`src/rtl/core/eaap_pkg.sv`:
```
package eaap_pkg;

    localparam int unsigned ACC_W     = 15;
    localparam int unsigned WRAP_W    = 8;
    localparam int unsigned SAMP_W    = 24;
    localparam int unsigned AVG_W     = 32;
    localparam int unsigned ENERGY_W  = 26;

    // An uncompensated energy reading is at most 256 * 32767, which fits 23 bits.
    localparam int unsigned PLAIN_W   = WRAP_W + ACC_W;
    // A compensated energy also carries up to 255 extra wraps of 32768.
    localparam int unsigned COMP_W    = PLAIN_W + 1;

    localparam int unsigned CNT_W     = $clog2(AVG_W);

    localparam int unsigned QDEPTH_DEFAULT = 2;

    typedef struct packed {
        logic [ACC_W-1:0]  accum_value;
        logic [WRAP_W-1:0] wrap_count;
        logic [SAMP_W-1:0] samples_total;
    } t_reading;

    typedef struct packed {
        logic [AVG_W-1:0]    avg_power;
        logic [ENERGY_W-1:0] energy_now;
        logic                zero_samples;
    } t_result;

    // One classified word, ready for the divider.
    typedef struct packed {
        logic [AVG_W-1:0]    dividend;
        logic [SAMP_W-1:0]   divisor;
        logic [ENERGY_W-1:0] energy_now;
        logic                zero_samples;
    } t_job;

    typedef struct packed {
        logic full;
        logic empty;
    } t_qstat;

    typedef enum logic [1:0] {
        BS_IDLE,
        BS_DIV,
        BS_HOLD
    } t_bstate;

endpackage

```
`src/rtl/core/energy_accumulator_average_power.sv`:
```
// Average power from successive energy readings.
//
// Input channel: a reading word (accumulator, rollover count, sample count)
// is taken on a rising edge with push high and full low. The front end turns
// it at once into an energy value, the energy difference and the sample
// difference against the previous reading, and places that word in a short
// queue (QUEUE_DEPTH words). Full is the queue being full.
// Result channel: while empty is low the oldest result word is on o_result;
// it is taken on a rising edge with pop high and empty low.
// Back end: a radix-2 restoring divider that produces one quotient bit per
// cycle. A word is loaded, divided one quotient bit per step from the most
// significant down, and then shown; a zero sample difference skips the
// divider. The back end takes the next word from the queue only after the
// previous result has been popped.
// A stalled receiver holds the result in the output register; the front end
// keeps filling the queue until it is full, and only then raises full.
// Reset (synchronous, active low) clears the previous energy, sample and
// rollover counts to zero, empties the queue and idles the divider.
module energy_accumulator_average_power #(
    parameter int unsigned QUEUE_DEPTH = eaap_pkg::QDEPTH_DEFAULT
) (
    input  logic               i_clk,
    input  logic               i_rst_n,
    input  logic               push,
    output logic               full,
    input  eaap_pkg::t_reading i_reading,
    output logic               empty,
    input  logic               pop,
    output eaap_pkg::t_result  o_result
);
    import eaap_pkg::*;

    t_job   front_job;
    t_job   queue_job;
    t_qstat queue_stat;
    logic   accept;
    logic   job_take;

    // A reading is accepted exactly when the queue has room for its word.
    assign full   = queue_stat.full;
    assign accept = push && !queue_stat.full;

    // The front end updates its stored previous reading on every accepted word,
    // independent of how far the divider has come.
    eaap_front u_front (
        .i_clk     (i_clk),
        .i_rst_n   (i_rst_n),
        .i_accept  (accept),
        .i_reading (i_reading),
        .o_job     (front_job)
    );

    eaap_queue #(
        .DEPTH (QUEUE_DEPTH)
    ) u_queue (
        .i_clk   (i_clk),
        .i_rst_n (i_rst_n),
        .i_push  (accept),
        .i_data  (front_job),
        .i_pop   (job_take),
        .o_data  (queue_job),
        .o_stat  (queue_stat)
    );

    // The back end pulls a word whenever it is idle and the queue holds one.
    eaap_back u_back (
        .i_clk       (i_clk),
        .i_rst_n     (i_rst_n),
        .i_job_valid (!queue_stat.empty),
        .i_job       (queue_job),
        .o_job_take  (job_take),
        .i_pop       (pop),
        .o_empty     (empty),
        .o_result    (o_result)
    );

`ifndef NO_ASSERTIONS
    // A result flagged for a zero sample difference always carries a zero average.
    a_zero_avg: assert property (@(posedge i_clk) disable iff (!i_rst_n)
        (!empty && o_result.zero_samples) |-> (o_result.avg_power == '0))
        else $error("zero sample result with nonzero average");

    // The divider only takes a word that the queue actually holds.
    a_take_valid: assert property (@(posedge i_clk) disable iff (!i_rst_n)
        job_take |-> !queue_stat.empty)
        else $error("divider took a word from an empty queue");

    // The queue can never look both full and empty.
    a_queue_flags: assert property (@(posedge i_clk) disable iff (!i_rst_n)
        !(queue_stat.full && queue_stat.empty))
        else $error("queue reports full and empty at once");

    // Once the back end takes a word it is busy, so it never takes two in a row.
    a_no_take_while_busy: assert property (@(posedge i_clk) disable iff (!i_rst_n)
        (job_take) |=> !job_take)
        else $error("divider took two words in consecutive cycles");
`endif

endmodule

```
`src/rtl/core/eaap_front.sv`:
```
module eaap_front (
    input  logic              i_clk,
    input  logic              i_rst_n,
    input  logic              i_accept,
    input  eaap_pkg::t_reading i_reading,
    output eaap_pkg::t_job     o_job
);
    import eaap_pkg::*;

    logic [PLAIN_W-1:0] r_prev_energy;
    logic [SAMP_W-1:0]  r_prev_samples;
    logic [WRAP_W-1:0]  r_prev_wraps;

    logic [PLAIN_W-1:0] plain;
    logic [PLAIN_W-1:0] prev_base;
    logic [WRAP_W-1:0]  missed;
    logic [COMP_W-1:0]  energy;
    logic [SAMP_W-1:0]  sdiff;

    always_comb begin
        // wraps * 32767 is wraps * 32768 - wraps.
        plain = {i_reading.wrap_count, {ACC_W{1'b0}}}
              - PLAIN_W'(i_reading.wrap_count)
              + PLAIN_W'(i_reading.accum_value);
        prev_base = {r_prev_wraps, {ACC_W{1'b0}}}
                  - PLAIN_W'(r_prev_wraps)
                  + PLAIN_W'(i_reading.accum_value);
        // The 8-bit difference already carries the +256 of a wrapped counter.
        missed = i_reading.wrap_count - r_prev_wraps;
        if (i_reading.wrap_count < r_prev_wraps) begin
            energy = COMP_W'(prev_base) + COMP_W'({missed, {ACC_W{1'b0}}});
        end else begin
            energy = COMP_W'(plain);
        end
        // A wrapped sample count falls out of the modulo-2^24 subtraction.
        sdiff = i_reading.samples_total - r_prev_samples;

        o_job.dividend     = AVG_W'(energy) - AVG_W'(r_prev_energy);
        o_job.divisor      = sdiff;
        o_job.energy_now   = ENERGY_W'(plain);
        o_job.zero_samples = (sdiff == '0);
    end

    always_ff @(posedge i_clk) begin
        if (!i_rst_n) begin
            r_prev_energy  <= '0;
            r_prev_samples <= '0;
            r_prev_wraps   <= '0;
        end else if (i_accept) begin
            r_prev_energy  <= plain;
            r_prev_samples <= i_reading.samples_total;
            r_prev_wraps   <= i_reading.wrap_count;
        end
    end

endmodule

```
`src/rtl/core/eaap_queue.sv`:
```
module eaap_queue #(
    parameter int unsigned DEPTH = eaap_pkg::QDEPTH_DEFAULT
) (
    input  logic            i_clk,
    input  logic            i_rst_n,
    input  logic            i_push,
    input  eaap_pkg::t_job  i_data,
    input  logic            i_pop,
    output eaap_pkg::t_job  o_data,
    output eaap_pkg::t_qstat o_stat
);
    import eaap_pkg::*;

    localparam int unsigned PTR_W = $clog2(DEPTH);
    localparam int unsigned CNT_QW = $clog2(DEPTH + 1);

    t_job              r_mem [DEPTH];
    logic [PTR_W-1:0]  r_wr_ptr;
    logic [PTR_W-1:0]  r_rd_ptr;
    logic [CNT_QW-1:0] r_count;

    logic do_push;
    logic do_pop;

    assign o_stat.full  = (r_count == CNT_QW'(DEPTH));
    assign o_stat.empty = (r_count == '0);
    assign do_push = i_push && !o_stat.full;
    assign do_pop  = i_pop && !o_stat.empty;
    assign o_data  = r_mem[r_rd_ptr];

    always_ff @(posedge i_clk) begin
        if (do_push) begin
            r_mem[r_wr_ptr] <= i_data;
        end
    end

    always_ff @(posedge i_clk) begin
        if (!i_rst_n) begin
            r_wr_ptr <= '0;
            r_rd_ptr <= '0;
            r_count  <= '0;
        end else begin
            if (do_push) begin
                r_wr_ptr <= (r_wr_ptr == PTR_W'(DEPTH - 1)) ? '0 : r_wr_ptr + 1'b1;
            end
            if (do_pop) begin
                r_rd_ptr <= (r_rd_ptr == PTR_W'(DEPTH - 1)) ? '0 : r_rd_ptr + 1'b1;
            end
            if (do_push && !do_pop) begin
                r_count <= r_count + 1'b1;
            end else if (do_pop && !do_push) begin
                r_count <= r_count - 1'b1;
            end
        end
    end

endmodule

```
`src/rtl/core/eaap_back.sv`:
```
module eaap_back (
    input  logic              i_clk,
    input  logic              i_rst_n,
    input  logic              i_job_valid,
    input  eaap_pkg::t_job    i_job,
    output logic              o_job_take,
    input  logic              i_pop,
    output logic              o_empty,
    output eaap_pkg::t_result o_result
);
    import eaap_pkg::*;

    t_bstate            r_state, n_state;
    logic [SAMP_W-1:0]  r_rem, n_rem;
    logic [AVG_W-1:0]   r_quo, n_quo;
    logic [SAMP_W-1:0]  r_div, n_div;
    logic [CNT_W-1:0]   r_cnt, n_cnt;
    t_result            r_out, n_out;

    logic [SAMP_W+1:0]  trial;
    logic               fits;

    always_comb begin
        // One restoring step: shift in the next dividend bit and try the divisor.
        trial = {1'b0, r_rem, r_quo[AVG_W-1]} - {2'b00, r_div};
        fits  = !trial[SAMP_W+1];

        n_state    = r_state;
        n_rem      = r_rem;
        n_quo      = r_quo;
        n_div      = r_div;
        n_cnt      = r_cnt;
        n_out      = r_out;
        o_job_take = 1'b0;

        unique case (r_state)
            BS_IDLE: begin
                if (i_job_valid) begin
                    o_job_take         = 1'b1;
                    n_out.energy_now   = i_job.energy_now;
                    n_out.zero_samples = i_job.zero_samples;
                    if (i_job.zero_samples) begin
                        n_out.avg_power = '0;
                        n_state         = BS_HOLD;
                    end else begin
                        n_rem   = '0;
                        n_quo   = i_job.dividend;
                        n_div   = i_job.divisor;
                        n_cnt   = CNT_W'(AVG_W - 1);
                        n_state = BS_DIV;
                    end
                end
            end
            BS_DIV: begin
                n_rem = fits ? trial[SAMP_W-1:0] : {r_rem[SAMP_W-2:0], r_quo[AVG_W-1]};
                n_quo = {r_quo[AVG_W-2:0], fits};
                if (r_cnt == '0) begin
                    n_out.avg_power = {r_quo[AVG_W-2:0], fits};
                    n_state         = BS_HOLD;
                end else begin
                    n_cnt = r_cnt - 1'b1;
                end
            end
            BS_HOLD: begin
                if (i_pop) begin
                    n_state = BS_IDLE;
                end
            end
            default: begin
                n_state = BS_IDLE;
            end
        endcase
    end

    assign o_empty  = (r_state != BS_HOLD);
    assign o_result = r_out;

    always_ff @(posedge i_clk) begin
        if (!i_rst_n) begin
            r_state <= BS_IDLE;
        end else begin
            r_state <= n_state;
        end
    end

    always_ff @(posedge i_clk) begin
        r_rem <= n_rem;
        r_quo <= n_quo;
        r_div <= n_div;
        r_cnt <= n_cnt;
        r_out <= n_out;
    end

endmodule

```
`config.mk`:
```
export PLATFORM = sky130hd
export DESIGN_NAME = energy_accumulator_average_power
export DESIGN_NICKNAME = d
export VERILOG_FILES = /design/src/rtl/core/eaap_pkg.sv /design/src/rtl/core/energy_accumulator_average_power.sv /design/src/rtl/core/eaap_front.sv /design/src/rtl/core/eaap_queue.sv /design/src/rtl/core/eaap_back.sv
export SDC_FILE = /design/constraint.sdc
export NUM_CORES = 1
export LEC_CHECK = 0
export BUFFER_PORTS_ARGS = -buffer_cell sky130_fd_sc_hd__buf_2
export CAP_MARGIN = 10
export CELL_PAD_IN_SITES_DETAIL_PLACEMENT = 1
export CELL_PAD_IN_SITES_GLOBAL_PLACEMENT = 1
export CORE_AREA = 2 2 240 242
export DETAILED_ROUTE_END_ITERATION = 10
export DIE_AREA = 0 0 242 244
export PLACE_DENSITY = 0.69
export SLEW_MARGIN = 20
export SYNTH_ARGS = -nofsm -noshare
export SYNTH_HDL_FRONTEND = slang
export SYNTH_HIERARCHICAL = 1
export SYNTH_SLANG_ARGS = --single-unit
```
`constraint.sdc`:
```
create_clock -name i_clk -period 8.81 [get_ports i_clk]
set_clock_uncertainty 0.1 [all_clocks]
set_input_delay 1.762 -clock i_clk [delete_from_list [all_inputs] [get_ports i_clk]]
set_output_delay 1.762 -clock i_clk [all_outputs]
set_load 0.1 [all_outputs]
```
After elaboration in Yosys (flattened, before gate mapping)
Memory sizes are Yosys's and may differ from the RTL's. A register that Yosys moved wholly into a read port is not among the register bits.
Index checks and enable logic that the tools add are counted.
{ "classes": {"n_addsub": 14, "magnitude_cmp": 1, "n_eq_ne": 10, "muxes": 31, "n_bitwise": 2, "reduce_logical": 22} }
{ "ops": {"columns": ["cell", "count"], "rows": [
  ["32-bit 2-to-1 mux", 4],
  ["32-bit case mux with 2 select lines", 2],
  ["24-bit 2-to-1 mux", 4],
  ["59-bit 2-to-1 mux", 1],
  ["24-bit case mux with 2 select lines", 1],
  ["23-bit by 15-bit adder with 23-bit output", 2],
  ["23-bit by 8-bit subtractor with 23-bit output", 2],
  ["25-bit by 24-bit subtractor with 26-bit output", 1],
  ["24-bit by 23-bit subtractor with 25-bit output", 1],
  ["23-bit by 23-bit adder with 24-bit output", 1],
  ["24-bit zero test", 1],
  ["24-bit subtractor", 1],
  ["5-bit 2-to-1 mux", 3],
  ["2-bit 2-to-1 mux", 6],
  ["2-bit != test, second input constant", 5],
  ["5-bit case mux with 2 select lines", 1],
  ["3-bit AND reduction", 3],
  ["8-bit < comparator", 1],
  ["1-bit 2-to-1 mux", 8],
  ["4-bit AND reduction", 2],
  ["8-bit subtractor", 1],
  ["2-bit case mux with 3 select lines", 1],
  ["1-bit logical AND", 5],
  ["1-bit zero test", 5],
  ["12 further kinds", 18]
]} }
{ "word_totals": {"register_bits": 205, "mem_bits_rw": 160, "in_bits": 51, "out_inout_bits": 61, "word_cells": 95, "n_memories": 1} }
{ "mem_list": {"columns": ["memory", "words", "width", "read_ports", "rd_ports_with_merged_regs", "write_ports", "line", "text"], "rows": [
  ["u_queue.r_mem", 2, 80, 1, 1, 1, "eaap_queue.sv:17", "t_job r_mem [DEPTH];"]
]} }

Logic depth before layout (Yosys ltp)
{ "depth": {"word_depth": 8, "ltp_mapped": 28, "ltp_nobuf": 27} }

Hierarchy
Netlist, hierarchy kept.
{ "modules_own_cells": {"columns": ["module", "instances", "cells_each", "area_each_um2", "seq_area_each_um2"], "rows": [
  ["eaap_back", 1, 536, 6867.8, 4364.2],
  ["eaap_front", 1, 873, 6538.8, 1101.1],
  ["eaap_queue", 1, 283, 6216.0, 5084.9],
  ["energy_accumulator_average_power", 1, 2, 17.5, 0.0]
]} }

Worst setup path after synthesis
OpenSTA, ideal clock, no wires.
{ "synth_path": {"kind": "input to register", "start": "input port i_reading[24] in the netlist's numbering", "end": "memory u_queue/r_mem[0][76] in the netlist's numbering (data pin)", "setup_ps": 132, "arrival_ps": 6610, "required_time_ps": 8578, "slack_ps": 1968, "stages": 24, "path_buffers": 2, "cell_sequence": "inv_1 > ha_1 > inv_1 > fa_1 > a21o_1 > a21oi_1 > o21bai_1 > a21oi_1 > o21ai_1 > clkbuf_1 > mux2_2 > ha_1 > inv_1 > fa_1 > a211oi_1 > nor4_1 > nor4bb_1 > o31ai_1 > nor4b_1 > o31a_1 > o21ai_0 > nand2b_1 > a211oi_1 > buf_4"} }
{ "synth_rtl": {"columns": ["item", "line", "text"], "rows": [
  ["start: declaration", "energy_accumulator_average_power.sv:26", "input eaap_pkg::t_reading i_reading,"],
  ["end: declaration", "eaap_queue.sv:17", null]
]} }

==> flow_results.org <==
** Pwr
- Power per Cell Area :: 390 nW/um^2
- Per report_power, the sequential group accounts for 34.6% of the total.
- Leakage component of the power :: 0.00869 uW
- Power Internal :: 4950 uW
- Combinational cells account for 46.3% of the total power.
- After layout, the design draws a total of 8710 uW.
- Clk pwr share :: 19.1%
- In this run switching power makes up 43.1% of total power.
- VDD sags by at most 398 uV.
- Switching pwr :: 3750 uW

** Setup path
- STA classifies the critical path endpoint as a flip-flop.
- Arr. time, crit path :: 7170 ps
- In this run the worst path has a maximum fanout of 16.
- CP Launch Type :: input port
- The critical path is of the input port to flip-flop type.
- At the worst endpoint, the required time is 9020 ps.

** Clock tree
- Worst-skew pair later-pin latency :: 570 ps
- Clock root buffer master :: clkbuf_16
- The clock passes through at most 3 buffers.
- The number of setup buffers added after CTS is 0.
- In this run, post-CTS hold repair placed 0 buffers.
- Clock tree from TritonCTS :: built
- In this run the number of H-tree levels came out at 2.
- Clk slew on worst S/H paths :: 60 ps
- Clock tree synthesis found a total of 372 sinks.
- After clock tree synthesis, the repair step resized 0 gates.
- In this run, CTS created clock tree buffers numbering 40.

** Detailed routing
- Number of DRC markers in iteration 0 :: 612
- Number of remaining DRC errors :: 0
- For this block, the routed nets add up to 48.0 mm of wire.
- The final route contains 13000 vias.
- Once detail routing completed, the nets flagged for antenna violations numbered 0.
- Post-DR vias/cell :: 5.01
- Wire per inst :: 18.5 um
- Pre-Repair DR Iteration Count :: 5

** Cells and area
- At the end of the flow, the number of nets in the layout was 1963.
- Layout Area Growth over Synthesis :: 13.5%
- Fraction of layout cells with a size suffix above 1 :: 13.7%
- The number of antenna diodes in the final layout is 0.
- FF+latch area :: 10600 sq um
- The filler cells instantiated in the layout total 6189.
- The multi-input combinational cells in the finished layout cover a total of 8250 sq um.
- Final Core Density :: 39.7%

** Timing
- Derived from the worst setup path, the maximum achievable clock frequency is 0.144 GHz.
- Worst-Margin Slew :: 1080 ps
- Final setup violation count :: 0
- Measured against its own limit, the worst slew margin works out to 28.1%.
- Setup_tns :: 0 ps
- The final max-slew violation count came to 0.
- The final critical path takes up 79.0% of the cycle.
- Fin Hold WS :: 390 ps
- Fin crit period :: 6960 ps
- Count of final hold-check violations :: 0
- Setup repair after global routing left no endpoint under its margin.
- Worst setup slack after layout :: 1850 ps

** Synth
- After technology mapping, the gate count stands at 1694.
- Summing the areas of all xor and xnor instances in the mapped netlist gives 4.77% of the synthesized area.
- EDFF count, synth :: 310
- Sequential element share of the synthesized area :: 53.7%
- Unique cell type count in the Yosys netlist :: 83
- The portion of synthesized area spent on multiplexers is 7.89%.
- Yosys printed 6 warnings.
- Largest family of logic cells by synthesized area :: compound AO/OA/AOI/OAI gates
- For this run, asynchronously set or reset flops after synthesis account for 0%.
- Share of synthesized cell area in full adder, half adder and majority cells :: 7.34%
- Summing the areas of all and, or, nand and nor instances in the mapped netlist gives 10.5% of the synthesized area.
- Complex-gate fraction of the synthesized area :: 11.2%
- Mean Syn Cell Area :: 11.6 sq um
- After synthesis the cells add up to 19600 sq um.
- Counting flops and latches in the post-synthesis netlist gives 372.
- The most used flip-flop cell after synthesis is edfxtp_1.

** Placement
- Port Buf Inserts :: 111
- Setup WS pre-CTS :: 1320 ps
- Post-detailed-placement half-perimeter wirelength :: 34.8 mm
- At the end of routability-driven placement, the weighted congestion stood at 0.840.

** Die
- Die X :: 242 um
- The initial utilization of the core area, before any placement, comes to 35.0%.
- Number of ports placed on the die boundary :: 112
- After floorplanning, the core was divided into 87 placement rows.
- Floorplan die height :: 244 um
- Core region area :: 56200 sq um
- The die covers 59000 sq um.

** Global route
- Global routing finished with a remaining overflow of 0.
- The number of global-route vias before repair came to 13700.
- Global routing consumed, over all layers together, 16.1% of the routing resources.
- The first global-routing pass estimated 76.1 mm of wire.
- Entering global routing, the biggest net connects 70 pins.
- Number of antenna violations at the first check in global routing :: 2

** Run status
- Result of the run :: complete, no violations

** Flow run
- Count of maximum capacitance violations :: 0

** Hold path
- The path class of the tightest hold or removal check is flip-flop to flip-flop.
-- final timing paths --
check | slack (ps) | start | cells past startpoint | endpoint
max | 1850 | i_reading[24] | 24 | u_queue/r_mem[0][79]
min | 390 | u_front/r_prev_energy[2] | 2 | u_front/r_prev_energy[2]
max reg2reg | 2720 | u_front/r_prev_wraps[0] | 22 | u_queue/r_mem[0][79]
min reg2reg | 390 | u_front/r_prev_energy[2] | 2 | u_front/r_prev_energy[2]
-- stage by stage --
step,instances,cell area [sq um]
finish,2589,22300
global route,2589,22300
CTS,2589,22300
detailed placement,2515,21000
global placement,2515,21000
floorplan,1696,19600
-- layer usage --
metal / up-vias / part of all wire (%) / GRT usage (%)
met1: 6398 / 49 / 22.7
met2: 185 / 45 / 25.7
li1: 6319 / - / -
met4: 4 / 2.1 / 4.28
met3: 64 / 3.5 / 2.52
met5: - / 0.058 / 0
-- power groups by stage --
stage / sequential (uW) / clock, uW / combinational (uW)
after floorplan: 3820 / 0 / 2350
after global placement: 3030 / 0 / 3930
after detailed placement: 3050 / 0 / 4030
after CTS: 3020 / 1720 / 4060
after global routing: 3080 / 1780 / 4380
final: 3010 / 1670 / 4030
-- cell usage after synthesis, types with 7 or more instances --
| cell | count | area share [%] |
|---|---|---|
| edfxtp_1 | 310 | 47 |
| o21a_1 | 9 | 0.34 |
| o31ai_1 | 9 | 0.34 |
| mux2i_1 | 57 | 2.9 |
| or4_1 | 7 | 0.27 |
| nor2b_1 | 9 | 0.29 |
| xnor2_1 | 71 | 3.2 |
| nand4_1 | 7 | 0.22 |
| nand2b_1 | 21 | 0.67 |
| o21ai_0 | 50 | 1.3 |
| nand2_1 | 81 | 1.5 |
| nor2_1 | 147 | 2.8 |
| mux2_1 | 70 | 4.0 |
| o21bai_1 | 12 | 0.46 |
| a211oi_1 | 22 | 0.84 |
| ha_1 | 104 | 6.6 |
| fa_1 | 7 | 0.71 |
| nor4_1 | 13 | 0.41 |
| dfxtp_1 | 62 | 6.3 |
| and3_1 | 10 | 0.32 |
| mux2_2 | 17 | 0.97 |
| buf_4 | 17 | 0.65 |
| and2_1 | 40 | 1.3 |
| a21o_1 | 62 | 2.4 |
| clkbuf_1 | 34 | 0.65 |
| o22ai_1 | 7 | 0.22 |
| nor3_1 | 25 | 0.64 |
| a31oi_1 | 10 | 0.32 |
| xor2_1 | 36 | 1.6 |
| a21oi_1 | 92 | 2.3 |
| nand3_1 | 19 | 0.48 |
| inv_1 | 149 | 2.8 |
-- critical path, cell delays in order --
cell and delay (ps):
buf_2 150, inv_1 120, ha_1 160, inv_1 60, fa_1 400, a21o_1 200, a21oi_1 240, o21bai_1 100
a21oi_1 280, o21ai_2 230, buf_4 230, o21ai_0 430, xor2_1 150, ha_1 420, nand3_1 140, nor4_1 320
nor4bb_1 140, o31ai_1 460, nor4b_1 460, o31a_1 180, o21ai_0 90, nand2b_1 130, a211oi_1 80, buf_4 200
-- placed cells by master (no fill, tap or decap), types with 57 or more instances in the layout --
master / netlist / final
mux2i_1: 57 / 57
ha_1: 104 / 104
nor2_1: 147 / 145
nand2_1: 81 / 81
mux2_1: 70 / 70
dfxtp_1: 62 / 61
a21oi_1: 92 / 92
buf_2: 6 / 111
xnor2_1: 71 / 71
edfxtp_1: 310 / 310
inv_1: 149 / 149
a21o_1: 62 / 62
-- kinds of logic (layout without fill, tap and decap cells) --
| kind of cell | after synthesis | in the layout |
|---|---|---|
| buffers and inverters | 214 | 351 |
| other | 1 | 3 |
| flip-flops | 372 | 372 |
| multiplexers | 144 | 144 |
| adder cells (fa/ha/maj) | 111 | 111 |
| AO/OA/AOI/OAI | 329 | 329 |
| XOR/XNOR | 107 | 107 |
| AND/OR/NAND/NOR | 416 | 416 |
-- state kept, by name (all words and copies together) (netlist names), named ones only --
register / cells
u_back/r_div: 24
u_back/r_state: 2
u_back/r_cnt: 5
u_front/r_prev_samples: 24
u_back/o_result: 59
u_front/r_prev_wraps: 8
u_back/r_quo: 32
u_queue/r_wr_ptr: 1
u_back/r_rem: 24
u_queue/r_mem: 166
u_queue/r_rd_ptr: 1
u_queue/r_count: 2
u_front/r_prev_energy: 23
-- cell type report --
type | count | share of cell area, %
Timing Repair Buffer | 126 | 3.00
Inverter | 151 | 2.54
Multi-Input combinational cell | 1110 | 37.0
Sequential cell | 372 | 47.3
Tap cell | 756 | 4.24
Clock buffer | 51 | 4.90
Clock inverter | 23 | 0.999
Note: power is estimated with default switching activity, not from simulation.
